==> config.mk <==
export PLATFORM = sky130hd
export DESIGN_NAME = buzzer_beep_pattern_sequencer_flat
export DESIGN_NICKNAME = d
export VERILOG_FILES = /design/src/hw/rtl/bzr_pkg.sv /design/src/hw/rtl/bzr_ifs.sv /design/src/hw/rtl/bzr_step.sv /design/src/hw/rtl/buzzer_beep_pattern_sequencer.sv /design/src/flat_wrapper.sv
export SDC_FILE = /design/constraint.sdc
export NUM_CORES = 1
export LEC_CHECK = 0
export ABC_AREA = 0
export ABC_CLOCK_PERIOD_IN_PS = 2100
export BUFFER_PORTS_ARGS = -buffer_cell sky130_fd_sc_hd__clkbuf_2
export CORE_ASPECT_RATIO = 0.75
export CORE_MARGIN = 8
export CORE_UTILIZATION = 28
export CTS_CLUSTER_SIZE = 12
export DETAILED_ROUTE_END_ITERATION = 8
export PLACE_DENSITY_LB_ADDON = 0.1
export REMOVE_ABC_BUFFERS = 1
export SLEW_MARGIN = 20
export SYNTH_ARGS = -nofsm -noshare
export SYNTH_HDL_FRONTEND = slang
export SYNTH_SLANG_ARGS = --single-unit
export TNS_END_PERCENT = 10
==> constraint.sdc <==
create_clock -name clk -period 2.1 [get_ports clk]
set_clock_uncertainty 0.2 [all_clocks]
set_input_delay 0.105 -clock clk [delete_from_list [all_inputs] [get_ports clk]]
set_output_delay 0.105 -clock clk [all_outputs]
set_load 0.02 [all_outputs]
==> src/hw/rtl/bzr_pkg.sv <==
// Shared types and fixed constants of the buzzer beep pattern sequencer.
`default_nettype none
package bzr_pkg;

	// Event codes carried in the action field
	localparam logic [1:0] ACT_TICK   = 2'd0;
	localparam logic [1:0] ACT_SET    = 2'd1;
	localparam logic [1:0] ACT_KEY    = 2'd2;
	localparam logic [1:0] ACT_REMOTE = 2'd3;

	// Configuration register indexes
	localparam int CFG_IDX_W = 1;
	localparam logic [CFG_IDX_W-1:0] REG_KEYPAD_EN = 1'd0;
	localparam logic [CFG_IDX_W-1:0] REG_REMOTE_EN = 1'd1;

	// Timer constants
	localparam logic [11:0] START_DELAY    = 12'd10;
	localparam logic [4:0]  KEY_BEEP_TICKS = 5'd16;
	localparam logic [3:0]  DUR_COUNT      = 4'd10;

	// Sequencer state
	typedef struct packed {
		logic        alarm_on;
		logic [3:0]  pattern_step;
		logic [11:0] pattern_countdown;
		logic        pattern_armed;
		logic [4:0]  key_countdown;
		logic        key_armed;
		logic        key_beep_active;
		logic        requested_level;
		logic        pin_level;
	} bzr_state_t;

endpackage
`default_nettype wire

==> src/hw/rtl/bzr_ifs.sv <==
// Valid/ready channel interfaces for the event input and the status output.
`default_nettype none
interface bzr_in_if;
	logic       valid;
	logic       ready;
	logic [1:0] action;
	logic       set_value;

	modport source(output valid, output action, output set_value, input ready);
	modport sink(input valid, input action, input set_value, output ready);
endinterface

interface bzr_out_if;
	logic valid;
	logic ready;
	logic buzzer_pin;
	logic pattern_running;
	logic key_beep_running;

	modport source(output valid, output buzzer_pin, output pattern_running,
		output key_beep_running, input ready);
	modport sink(input valid, input buzzer_pin, input pattern_running,
		input key_beep_running, output ready);
endinterface
`default_nettype wire

==> src/hw/rtl/bzr_step.sv <==
// Next-state logic: applies one event to the sequencer state.
`default_nettype none
module bzr_step import bzr_pkg::*; #(
	parameter int TICKS_PER_SECOND = 100,
	parameter int PATTERN_STEPS    = 10
) (
	input  wire bzr_state_t cur,
	input  wire logic [1:0] action,
	input  wire logic       set_value,
	input  wire logic       keypad_en,
	input  wire logic       remote_en,
	output bzr_state_t      nx
);

	// Step durations in ticks
	localparam logic [11:0] D_LONG  = 12'(3 * TICKS_PER_SECOND / 10);
	localparam logic [11:0] D_MID   = 12'(15 * TICKS_PER_SECOND / 100);
	localparam logic [11:0] D_SHORT = 12'(1 * TICKS_PER_SECOND / 10);
	localparam logic [11:0] D_TENTH = 12'(10 * TICKS_PER_SECOND / 100);
	localparam logic [11:0] D_PAUSE = 12'(3 * TICKS_PER_SECOND);
	localparam logic [4:0]  STEPS   = 5'(PATTERN_STEPS);

	function automatic logic [11:0] dur_of(input logic [3:0] idx);
		logic [11:0] d;
		case (idx)
			4'd0, 4'd2, 4'd4: d = D_LONG;
			4'd1, 4'd3, 4'd5: d = D_MID;
			4'd6, 4'd8:       d = D_SHORT;
			4'd7:             d = D_TENTH;
			4'd9:             d = D_PAUSE;
			default:          d = D_LONG;
		endcase
		return d;
	endfunction

	logic [3:0]  dur_idx;
	logic [4:0]  step_inc;
	logic [3:0]  step_nx;
	logic        lvl;
	logic        do_key;

	// Table index and wrapped step, from the step before this event
	assign dur_idx  = (cur.pattern_step >= DUR_COUNT) ?
		(cur.pattern_step - DUR_COUNT) : cur.pattern_step;
	assign step_inc = {1'b0, cur.pattern_step} + 5'd1;
	assign step_nx  = ({1'b0, step_inc[3:0]} >= STEPS) ? 4'd0 : step_inc[3:0];
	assign lvl      = ~cur.pattern_step[0];

	always_comb begin
		nx     = cur;
		do_key = 1'b0;
		case (action)
			ACT_TICK: begin
				// key beep timer goes first
				if (nx.key_armed) begin
					if (nx.key_countdown <= 5'd1) begin
						nx.key_armed       = 1'b0;
						nx.key_countdown   = 5'd0;
						nx.key_beep_active = 1'b0;
						nx.pin_level       = 1'b0;
					end else begin
						nx.key_countdown = nx.key_countdown - 5'd1;
					end
				end
				// then the pattern timer
				if (nx.pattern_armed) begin
					if (nx.pattern_countdown <= 12'd1) begin
						if (nx.alarm_on) begin
							nx.requested_level   = lvl;
							if (lvl || !nx.key_beep_active)
								nx.pin_level = lvl;
							nx.pattern_countdown = dur_of(dur_idx);
							nx.pattern_armed     = 1'b1;
							nx.pattern_step      = step_nx;
						end else begin
							nx.pattern_countdown = 12'd0;
							nx.pattern_armed     = 1'b0;
							nx.pattern_step      = 4'd0;
							nx.requested_level   = 1'b0;
							if (!nx.key_beep_active)
								nx.pin_level = 1'b0;
						end
					end else begin
						nx.pattern_countdown = nx.pattern_countdown - 12'd1;
					end
				end
			end
			ACT_SET: begin
				if (set_value) begin
					if (!nx.alarm_on) begin
						nx.alarm_on          = 1'b1;
						nx.pattern_countdown = START_DELAY;
						nx.pattern_armed     = 1'b1;
					end
				end else begin
					nx.alarm_on = 1'b0;
				end
			end
			ACT_KEY:    do_key = 1'b1;
			ACT_REMOTE: do_key = remote_en;
			default:    do_key = 1'b0;
		endcase

		// key beep only while the requested level is low
		if (do_key && keypad_en && !nx.requested_level) begin
			nx.pin_level       = 1'b1;
			nx.key_countdown   = KEY_BEEP_TICKS;
			nx.key_armed       = 1'b1;
			nx.key_beep_active = 1'b1;
		end
	end

endmodule
`default_nettype wire

==> src/hw/rtl/buzzer_beep_pattern_sequencer.sv <==
// Buzzer beep pattern sequencer top level: input stage, state and result register.
// Path: a beat accepted into the input register has its result written to the result
// register when stage 1 advances, and the result register then offers it on out_ch.
// Throughput: one beat per cycle; the input register and the result register
// both advance together whenever the result register is free or being taken.
// Reset: arst_n clears the state, both enables and the valid flags at once.
`default_nettype none
module buzzer_beep_pattern_sequencer import bzr_pkg::*; #(
	parameter int TICKS_PER_SECOND = 100,
	parameter int PATTERN_STEPS    = 10
) (
	input  wire logic                 clk,
	input  wire logic                 arst_n,
	bzr_in_if.sink                    in_ch,
	bzr_out_if.source                 out_ch,
	input  wire logic                 cfg_we,
	input  wire logic [CFG_IDX_W-1:0] cfg_idx,
	input  wire logic                 cfg_wdata
);

	logic       keypad_en_q;
	logic       remote_en_q;
	logic       vld_s1;
	logic [1:0] action_s1;
	logic       set_value_s1;
	logic       out_vld_q;
	logic       advance;
	bzr_state_t st_q;
	bzr_state_t st_nx;

	// Configuration registers
	always_ff @(posedge clk or negedge arst_n) begin
		if (!arst_n) begin
			keypad_en_q <= 1'b0;
			remote_en_q <= 1'b0;
		end else if (cfg_we) begin
			case (cfg_idx)
				REG_KEYPAD_EN: keypad_en_q <= cfg_wdata;
				REG_REMOTE_EN: remote_en_q <= cfg_wdata;
				default:       ;
			endcase
		end
	end

	// Stage 1 moves on when the result register can take a new beat
	assign advance     = vld_s1 && (!out_vld_q || out_ch.ready);
	assign in_ch.ready = !vld_s1 || advance;

	// Input register
	always_ff @(posedge clk or negedge arst_n) begin
		if (!arst_n) begin
			vld_s1 <= 1'b0;
		end else if (in_ch.ready) begin
			vld_s1 <= in_ch.valid;
		end
	end

	always_ff @(posedge clk) begin
		if (in_ch.valid && in_ch.ready) begin
			action_s1    <= in_ch.action;
			set_value_s1 <= in_ch.set_value;
		end
	end

	bzr_step #(
		.TICKS_PER_SECOND(TICKS_PER_SECOND),
		.PATTERN_STEPS   (PATTERN_STEPS)
	) u_step (
		.cur      (st_q),
		.action   (action_s1),
		.set_value(set_value_s1),
		.keypad_en(keypad_en_q),
		.remote_en(remote_en_q),
		.nx       (st_nx)
	);

	// Sequencer state
	always_ff @(posedge clk or negedge arst_n) begin
		if (!arst_n) begin
			st_q <= '0;
		end else if (advance) begin
			st_q <= st_nx;
		end
	end

	// Result register
	always_ff @(posedge clk or negedge arst_n) begin
		if (!arst_n) begin
			out_vld_q <= 1'b0;
		end else if (advance) begin
			out_vld_q <= 1'b1;
		end else if (out_ch.ready) begin
			out_vld_q <= 1'b0;
		end
	end

	always_ff @(posedge clk) begin
		if (advance) begin
			out_ch.buzzer_pin       <= st_nx.pin_level;
			out_ch.pattern_running  <= st_nx.alarm_on;
			out_ch.key_beep_running <= st_nx.key_beep_active;
		end
	end

	assign out_ch.valid = out_vld_q;

	// Checks
	a_beep_armed: assert property (@(posedge clk) disable iff (!arst_n)
		st_q.key_beep_active |-> (st_q.key_armed && st_q.key_countdown != 5'd0))
		else $error("key beep active without a running key timer");

	a_step_range: assert property (@(posedge clk) disable iff (!arst_n)
		{1'b0, st_q.pattern_step} < 5'(PATTERN_STEPS))
		else $error("pattern step out of range");

	a_result_loaded: assert property (@(posedge clk) disable iff (!arst_n)
		advance |=> out_vld_q)
		else $error("result register not loaded after advance");

	a_result_matches: assert property (@(posedge clk) disable iff (!arst_n)
		out_vld_q |-> (out_ch.buzzer_pin == st_q.pin_level
			&& out_ch.pattern_running == st_q.alarm_on
			&& out_ch.key_beep_running == st_q.key_beep_active))
		else $error("offered result differs from sequencer state");

endmodule
`default_nettype wire
==> src/flat_wrapper.sv <==
// flat-port wrapper written by rule: the top's interface ports become plain ports
module buzzer_beep_pattern_sequencer_flat import bzr_pkg::*;
#(
	parameter int TICKS_PER_SECOND = 100,
	parameter int PATTERN_STEPS    = 10
)
  (clk, arst_n, cfg_we, cfg_idx, cfg_wdata, in_ch_valid, in_ch_action, in_ch_set_value, in_ch_ready, out_ch_valid, out_ch_buzzer_pin, out_ch_pattern_running, out_ch_key_beep_running, out_ch_ready);
  bzr_in_if in_ch_i ();
  bzr_out_if out_ch_i ();
  input  wire logic clk;
  input  wire logic arst_n;
  input  wire logic cfg_we;
  input  wire logic [CFG_IDX_W-1:0] cfg_idx;
  input  wire logic cfg_wdata;
  input wire logic [$bits(in_ch_i.valid)-1:0] in_ch_valid;
  input wire logic [$bits(in_ch_i.action)-1:0] in_ch_action;
  input wire logic [$bits(in_ch_i.set_value)-1:0] in_ch_set_value;
  output wire logic [$bits(in_ch_i.ready)-1:0] in_ch_ready;
  output wire logic [$bits(out_ch_i.valid)-1:0] out_ch_valid;
  output wire logic [$bits(out_ch_i.buzzer_pin)-1:0] out_ch_buzzer_pin;
  output wire logic [$bits(out_ch_i.pattern_running)-1:0] out_ch_pattern_running;
  output wire logic [$bits(out_ch_i.key_beep_running)-1:0] out_ch_key_beep_running;
  input wire logic [$bits(out_ch_i.ready)-1:0] out_ch_ready;
  assign in_ch_i.valid = in_ch_valid;
  assign in_ch_i.action = in_ch_action;
  assign in_ch_i.set_value = in_ch_set_value;
  assign in_ch_ready = in_ch_i.ready;
  assign out_ch_valid = out_ch_i.valid;
  assign out_ch_buzzer_pin = out_ch_i.buzzer_pin;
  assign out_ch_pattern_running = out_ch_i.pattern_running;
  assign out_ch_key_beep_running = out_ch_i.key_beep_running;
  assign out_ch_i.ready = out_ch_ready;
  buzzer_beep_pattern_sequencer #(.TICKS_PER_SECOND(TICKS_PER_SECOND), .PATTERN_STEPS(PATTERN_STEPS)) u_core (.clk(clk), .arst_n(arst_n), .in_ch(in_ch_i), .out_ch(out_ch_i), .cfg_we(cfg_we), .cfg_idx(cfg_idx), .cfg_wdata(cfg_wdata));
endmodule
==> reports/qor.csv, run 1 <==
metric,value,unit
root_buffer,clkbuf_8,
multi_input_area,0.00124,mm2
final-hold-violation-count,0,
grt_max_degree,14,
initial_utilization,28.4,%
synth_ff_type,dfrtp_1,
die_width,118,um
portBuffers,14,
fin_tns_setup,0,ns
synth_top_area_share,35.3,%
cpPeakStageDelay,0.42,ns
synth_area_per_cell,9.28,um2
wire_per_inst,15.0,um
status,completed,
synth_cell_types,54,
clkSinkCount,37,
ys_seq_area_share,43.5,%
path_cells,nor4_4 -> buf_4 -> and4b_1 -> buf_4 -> nor2_4 -> a22o_1 -> a21o_1,
arrival,2.06,ns
clockBufferDepth,2,
max_freq,481,MHz
cts-buffers-inserted,5,
setup_viol,0,
drv_slew,0,
leakage,0.00126,uW
synth_top_family_by_area,simple AND/OR/NAND/NOR gates,
place_congestion,0.788,
vias,1960,
path_class,flop to flop,
seqCellArea,956,um2
cts-htree-levels,2,
worst_ir_drop_vdd,0.000259,V
synth_compound_area_share,18.5,%
worstPathRequired,2.08,ns
worstSetupStartpoint,u_core.st_q[14],
yosysTopAreaCell,dfrtp_1,
hpwl,4580,um
maxCapViolCount,0,
grt_use_total,11.5,%
drc,0,
relSlewSlack,68.0,%
endpoint_kind,flop,
synth-simple-area-share,28.0,%
cts_tree,yes,
rows,28,
fillerInstances,787,
drt_iter0_markers,83,
core,0.00774,mm2
first_pass_iters,4,
netlist_area,0.00220,mm2
cp_slowest_cell,dfrtp_1,
final_nets,322,
hold_class,primary input to asynchronous set/reset pin,
synth_xor_area_share,0.797,%
antenna_found_initial,0,
grt_pass1_wl,10200,um
antenna_left,0,
cp-start-kind,flop,
rsz0062_at_grt,yes,
cpMostUsedCell,buf_4,
synthArstFlopShare,83.8,%
finalCritPeriodShare,99.0,%
worst_pin_slew,0.475,ns
r2r-start,u_core.st_q[14],
synthAdderAreaFrac,5.12,%
fin_util,37.8,%
powerDensity,791,mW/mm2
ioPinCount,15,
cp_max_fo,6,
clkSlewWorstSetupHoldPaths,0.09,ns
fp.dieArea,0.0110,mm2
clk_latency,0.30,ns
grt_pass1_vias,1941,
drt_wl_total,6120,um
viasPerCell,4.79,
drive_above_1_share,28.6,%
synthMuxAreaShare,1.02,%
ys_ff_latch,37,
netlist_instances,237,
fin_crit,2.08,ns
synthTopCellsByArea,"dfrtp_1, edfxtp_1, nand2_1, ha_1, o21ai_0",
yosys_warnings,0,
antenna_cells,0,
area_growth,33.0,%
die_y,92.7,um
synth_edf_count,6,
grt-ovfl-total,0,
## cell families (layout without fill, tap and decap cells)
logic type	after synthesis	after routing
DFF	37	37
AOI/OAI and AO/OA	61	61
xor gates and xnor gates	2	2
and+or+nand+nor	110	110
buffers and inverters	16	83
muxes	2	2
adders and majority gates	9	9
## final timing paths
check                                endpoint  slack [ns]  cells after the start
setup / recovery              u_core.st_q[12]        0.02                      7
hold / removal                u_core.st_q[20]        0.02                      2
setup reg to reg              u_core.st_q[12]        0.02                      7
hold reg to reg                u_core.st_q[0]        0.31                      2
max in group asynchronous      u_core.st_q[0]        1.16                      3
min in group clk           u_core.keypad_en_q        0.02                      3
## synthesized netlist by cell type, types with 2 or more instances
master / count
or3_1: 3
a21oi_1: 10
dfrtp_1: 31
and2_1: 4
nor3_4: 2
nand2_1: 33
nor2b_1: 6
o211ai_1: 5
or4_1: 2
o31a_1: 2
clkbuf_1: 4
nand2b_1: 7
ha_1: 9
mux2_2: 2
nand3_1: 8
inv_1: 11
nor4_1: 2
o21ai_0: 20
nand3b_1: 4
a21o_1: 3
a211o_1: 2
o31ai_1: 2
a31oi_1: 4
nor3_1: 9
edfxtp_1: 6
nor2_1: 17
o21a_1: 2
## stage by stage
step           total power [uW]  instances  setup slack, ns  cell area (um2)  hold slack [ns]
2_1_floorplan              1400        232          -0.0841             2170           -0.391
3_3_place_gp               1750        391          -0.0934             2670           -0.176
3_5_place_dp               1750        391           -0.120             2670           -0.185
4_1_cts                    2300        408        -0.000249             2870           0.0149
5_1_grt                    2470        409          -0.0715             2920           0.0136
6_report                   2310        409           0.0210             2920           0.0208
## cell type report
| type | count | area share (%) |
|---|---|---|
| well taps | 105 | 4.49 |
| inverters | 11 | 1.41 |
| clock buffers | 6 | 2.48 |
| flip-flops and latches | 37 | 32.7 |
| clock inverters | 2 | 0.342 |
| repair buffers | 64 | 16.3 |
| multi-input cells | 184 | 42.3 |
## power breakdown
| part | switching, uW | internal, uW | total (uW) |
|---|---|---|---|
| combinational | 439 | 393 | 833 |
| clock | 275 | 231 | 506 |
| sequential | 118 | 855 | 973 |
| total | 832 | 1480 | 2310 |
## state kept, by name, indices dropped and copies added (netlist names)
name / count
u_core.action_s1: 2
u_core.keypad_en_q: 1
u_core.out_ch.valid: 1
u_core.st_q: 27
u_core.out_ch.buzzer_pin: 1
u_core.remote_en_q: 1
u_core.vld_s1: 1
u_core.set_value_s1: 1
u_core.out_ch.pattern_running: 1
u_core.out_ch.key_beep_running: 1
## worst max-delay path, delay by kind of cell (launching register included)
family                 cells  cell delay, ns
AND/OR/NAND/NOR            3            0.65
flip-flops                 1            0.42
AO/OA/AOI/OAI              2            0.37
buffers and inverters      2            0.33
## repair_timing
| item | in CTS | in global routing |
|---|---|---|
| buffers inserted | 0 | 1 |
| endpoints found under the setup margin | 7 | 16 |
| hold buffers | 9 | 0 |
| endpoints found under the hold margin | 38 | 0 |
| pin swaps | 1 | 5 |
| cloned | 0 | 0 |
| resized for setup | 4 | 15 |
## cell usage in the layout, fill, tap and decap left out, types with 2 or more instances in the layout
| master | count |
|---|---|
| o21a_1 | 2 |
| mux2_2 | 2 |
| o31a_1 | 2 |
| a21oi_1 | 8 |
| inv_1 | 9 |
| dlygate4sd3_1 | 9 |
| a31oi_1 | 4 |
| or4_1 | 2 |
| clkinv_2 | 2 |
| a21o_1 | 3 |
| o21ai_0 | 19 |
| nand2b_1 | 7 |
| or3_1 | 3 |
| and2_1 | 4 |
| inv_2 | 2 |
| nand3b_1 | 4 |
| clkbuf_8 | 5 |
| nor3_4 | 2 |
| buf_6 | 2 |
| clkbuf_2 | 14 |
| dfrtp_1 | 31 |
| ha_1 | 8 |
| nand3_1 | 8 |
| buf_4 | 39 |
| nor2_1 | 16 |
| a211o_1 | 2 |
| nand2_1 | 33 |
| a21oi_2 | 2 |
| nor3_1 | 9 |
| edfxtp_1 | 6 |
| nor2b_1 | 6 |
| o211ai_1 | 5 |
## layer usage
metal | track usage, % | vias to the layer above | wire length (um)
met5 | 0 | - | 0
met4 | 2.87 | 0 | 48
li1 | - | 1000 | -
met1 | 17.6 | 926 | 3530
met2 | 15.8 | 29 | 2370
met3 | 2.43 | 5 | 178
Note: power is estimated with default switching activity, not from simulation.
==> inputs of run 2 (changes only) <==
--- a/config.mk
+++ b/config.mk
@@ -7,9 +7,9 @@
 export LEC_CHECK = 0
 export ABC_AREA = 0
-export ABC_CLOCK_PERIOD_IN_PS = 2100
+export ABC_CLOCK_PERIOD_IN_PS = 1830
 export BUFFER_PORTS_ARGS = -buffer_cell sky130_fd_sc_hd__clkbuf_2
 export CORE_ASPECT_RATIO = 0.75
 export CORE_MARGIN = 8
-export CORE_UTILIZATION = 28
+export CORE_UTILIZATION = 34
 export CTS_CLUSTER_SIZE = 12
 export DETAILED_ROUTE_END_ITERATION = 8
==> constraint.sdc (replaced) <==
create_clock -name clk -period 1.83 [get_ports clk]
set_clock_uncertainty 0.2 [all_clocks]
set_input_delay 0.366 -clock clk [delete_from_list [all_inputs] [get_ports clk]]
set_output_delay 0.366 -clock clk [all_outputs]
set_load 0.02 [all_outputs]
==> reports/qor.csv, run 2 (synthesis gave the netlist of run 1 again) <==
metric,value,unit,change
drt_wl_total,5960,um,-2.6%
grt_max_degree,18,,+4
cts_tree,yes,,
arrival,2.14,ns,+0.08 ns
clockBufferDepth,2,,unchanged
cp_max_fo,5,,-1
violations,negative setup slack,,
layout_common_cells,"buf_4, nand2_1, dfrtp_1, o21ai_0",,
place_congestion,0.883,,+12%
status,"complete, but fails checks",,
cts-htree-levels,2,,unchanged
cp_slowest_cell,or4_1,,
crit_cells,5,,-2
max_freq,475,MHz,-1.3%
endpoint,u_core.st_q[17],,
fp.dieArea,0.00932,mm2,-15%
vias,2034,,+3.8%
p_total,2780,uW,+20%
r2r-start,u_core.action_s1[1],,
reg2regPathDepth,5,,-2
viasPerCell,5.09,,+6.1%
clk_latency,0.30,ns,about the same
grt-ovfl-total,0,,unchanged
fin_util,49.3,%,+12 points
relSlewSlack,69.1,%,+1.1 points
top_regs,"u_core.st_q (27), u_core.action_s1 (2)",,
largest_reg_flops,27,,unchanged
worstSetupStartpoint,u_core.action_s1[1],,
timing.rr.end,u_core.st_q[17],,
initial_utilization,35.0,%,+6.6 points
dp.cells,384,,-1.8%
cpPeakStageDelay,0.49,ns,+0.07 ns
final_nets,337,,+4.7%
endpoint_kind,flop,,
worst_ir_drop_vdd,0.000302,V,+17%
die_width,109,um,-8.0%
clkSinkCount,37,,unchanged
antenna_cells,0,,unchanged
fillerInstances,589,,-25%
top_register,u_core.st_q,,
powerDensity,896,mW/mm2,+13%
finalCritPeriodShare,115,%,+16 points
grt_use_total,13.9,%,+2.4 points
crit_buf_inv,0,,-2
first_pass_iters,4,,unchanged
multi_input_area,0.00134,mm2,+7.9%
final_common_cell,buf_4,,
clkSlewWorstSetupHoldPaths,0.08,ns,about the same
leakage,0.00141,uW,+12%
path_class,flop to flop,,
ff2ff_setup_slack,-0.28,ns,-0.30 ns
wire_per_inst,14.9,um,-0.46%
portBuffers,14,,unchanged
maxCapViolCount,0,,unchanged
fin_ws,-0.275,ns,-0.296 ns
rows,25,,-11%
worst_pin_slew,0.463,ns,-0.0117 ns
die_y,85.6,um,-7.7%
root_buffer,clkbuf_8,,
grt_pass1_vias,2058,,+6.0%
fin_tns_setup,-2.82,ns,-2.82 ns
antenna_found_initial,0,,unchanged
drc,0,,unchanged
path_cells,or3b_4 -> nor3_4 -> nand2_1 -> or4_1 -> nand3_1,,
drv_slew,0,,unchanged
seqCellArea,956,um2,unchanged
hpwl,4450,um,-2.7%
ioPinCount,15,,unchanged
dp_slack,-0.326,ns,-0.206 ns
layoutNonFillerInstCount,400,,-2.2%
rsz0062_at_grt,yes,,
final-hold-violation-count,0,,unchanged
hold_class,primary input to flop,,
fin_crit,2.11,ns,+0.0264 ns
antenna_left,0,,unchanged
grt_pass1_wl,10200,um,unchanged
drive_above_1_share,38.6,%,+9.9 points
cp-start-kind,flop,,
drt_iter0_markers,121,,+46%
cts-buffers-inserted,5,,unchanged
setup_viol,20,,+20
cp_top_family,simple AND/OR/NAND/NOR gates,,
core,0.00629,mm2,-19%
worstPathRequired,1.87,ns,-0.21 ns
area_growth,41.0,%,
==> run 2: cell types whose count changed in the layout (fill, tap and decap cells not counted), moves of 2 or more <==
| cell | previous run | this run |
|---|---|---|
| nand2_1 | 33 | 31 |
| ha_4 | 0 | 2 |
| dlygate4sd3_1 | 9 | 1 |
| o21ai_0 | 19 | 16 |
| nor2_1 | 16 | 14 |
| nand2_2 | 0 | 2 |
| o21ai_2 | 0 | 2 |
| buf_4 | 39 | 60 |
| nor2_4 | 1 | 3 |
==> run 2: report_power, final <==
group	internal, uW	switching, uW	total (uW)	leakage [uW]
combinational	536	562	1100	0.000934
sequential	981	130	1110	0.000431
clock	264	304	568	0.0000450
total	1780	996	2780	0.00141
==> run 2: routing by layer <==
layer | global-route usage, % | wire [um] | vias up
met5 | 0 | 0 | -
met4 | 5.20 | 68 | 0
met3 | 2.85 | 218 | 6
met2 | 19.1 | 2440 | 34
met1 | 20.6 | 3240 | 973
li1 | - | - | 1021
==> run 2: repair_timing <==
action,CTS,global route
endpoints found under the hold margin,14,0
setup buffers,4,3
hold buffers,1,0
resized for setup,19,23
endpoints found under the setup margin,21,26
pin swaps,2,9
==> run 2: stage by stage <==
stage          hold slack (ns)  area (um2)
6_report                0.0399        3100
5_1_grt                 0.0301        3100
4_1_cts                 0.0411        2990
3_5_place_dp             0.153        2780
3_3_place_gp             0.149        2780
2_1_floorplan           -0.130        2170
==> run 2: cell type report <==
type	count	share of cell area (%)
sequential	37	30.8
inverter	11	1.33
multi-input combinational	184	43.1
clock buffer	6	2.34
clock inverter	2	0.323
tap	81	3.27
timing repair buffer	79	18.8
==> run 2: how the worst min path moves through the flow <==
stage	cells past startpoint	slack, ns	from	to
2_1_floorplan	0	-0.13	arst_n	u_core.keypad_en_q
3_3_place_gp	1	0.15	arst_n	u_core.st_q[23]
3_5_place_dp	1	0.15	arst_n	u_core.st_q[23]
4_1_cts	1	0.04	in_ch_set_value	u_core.set_value_s1
5_1_grt	1	0.03	in_ch_action[0]	u_core.action_s1[0]
6_report	1	0.04	in_ch_action[1]	u_core.action_s1[1]
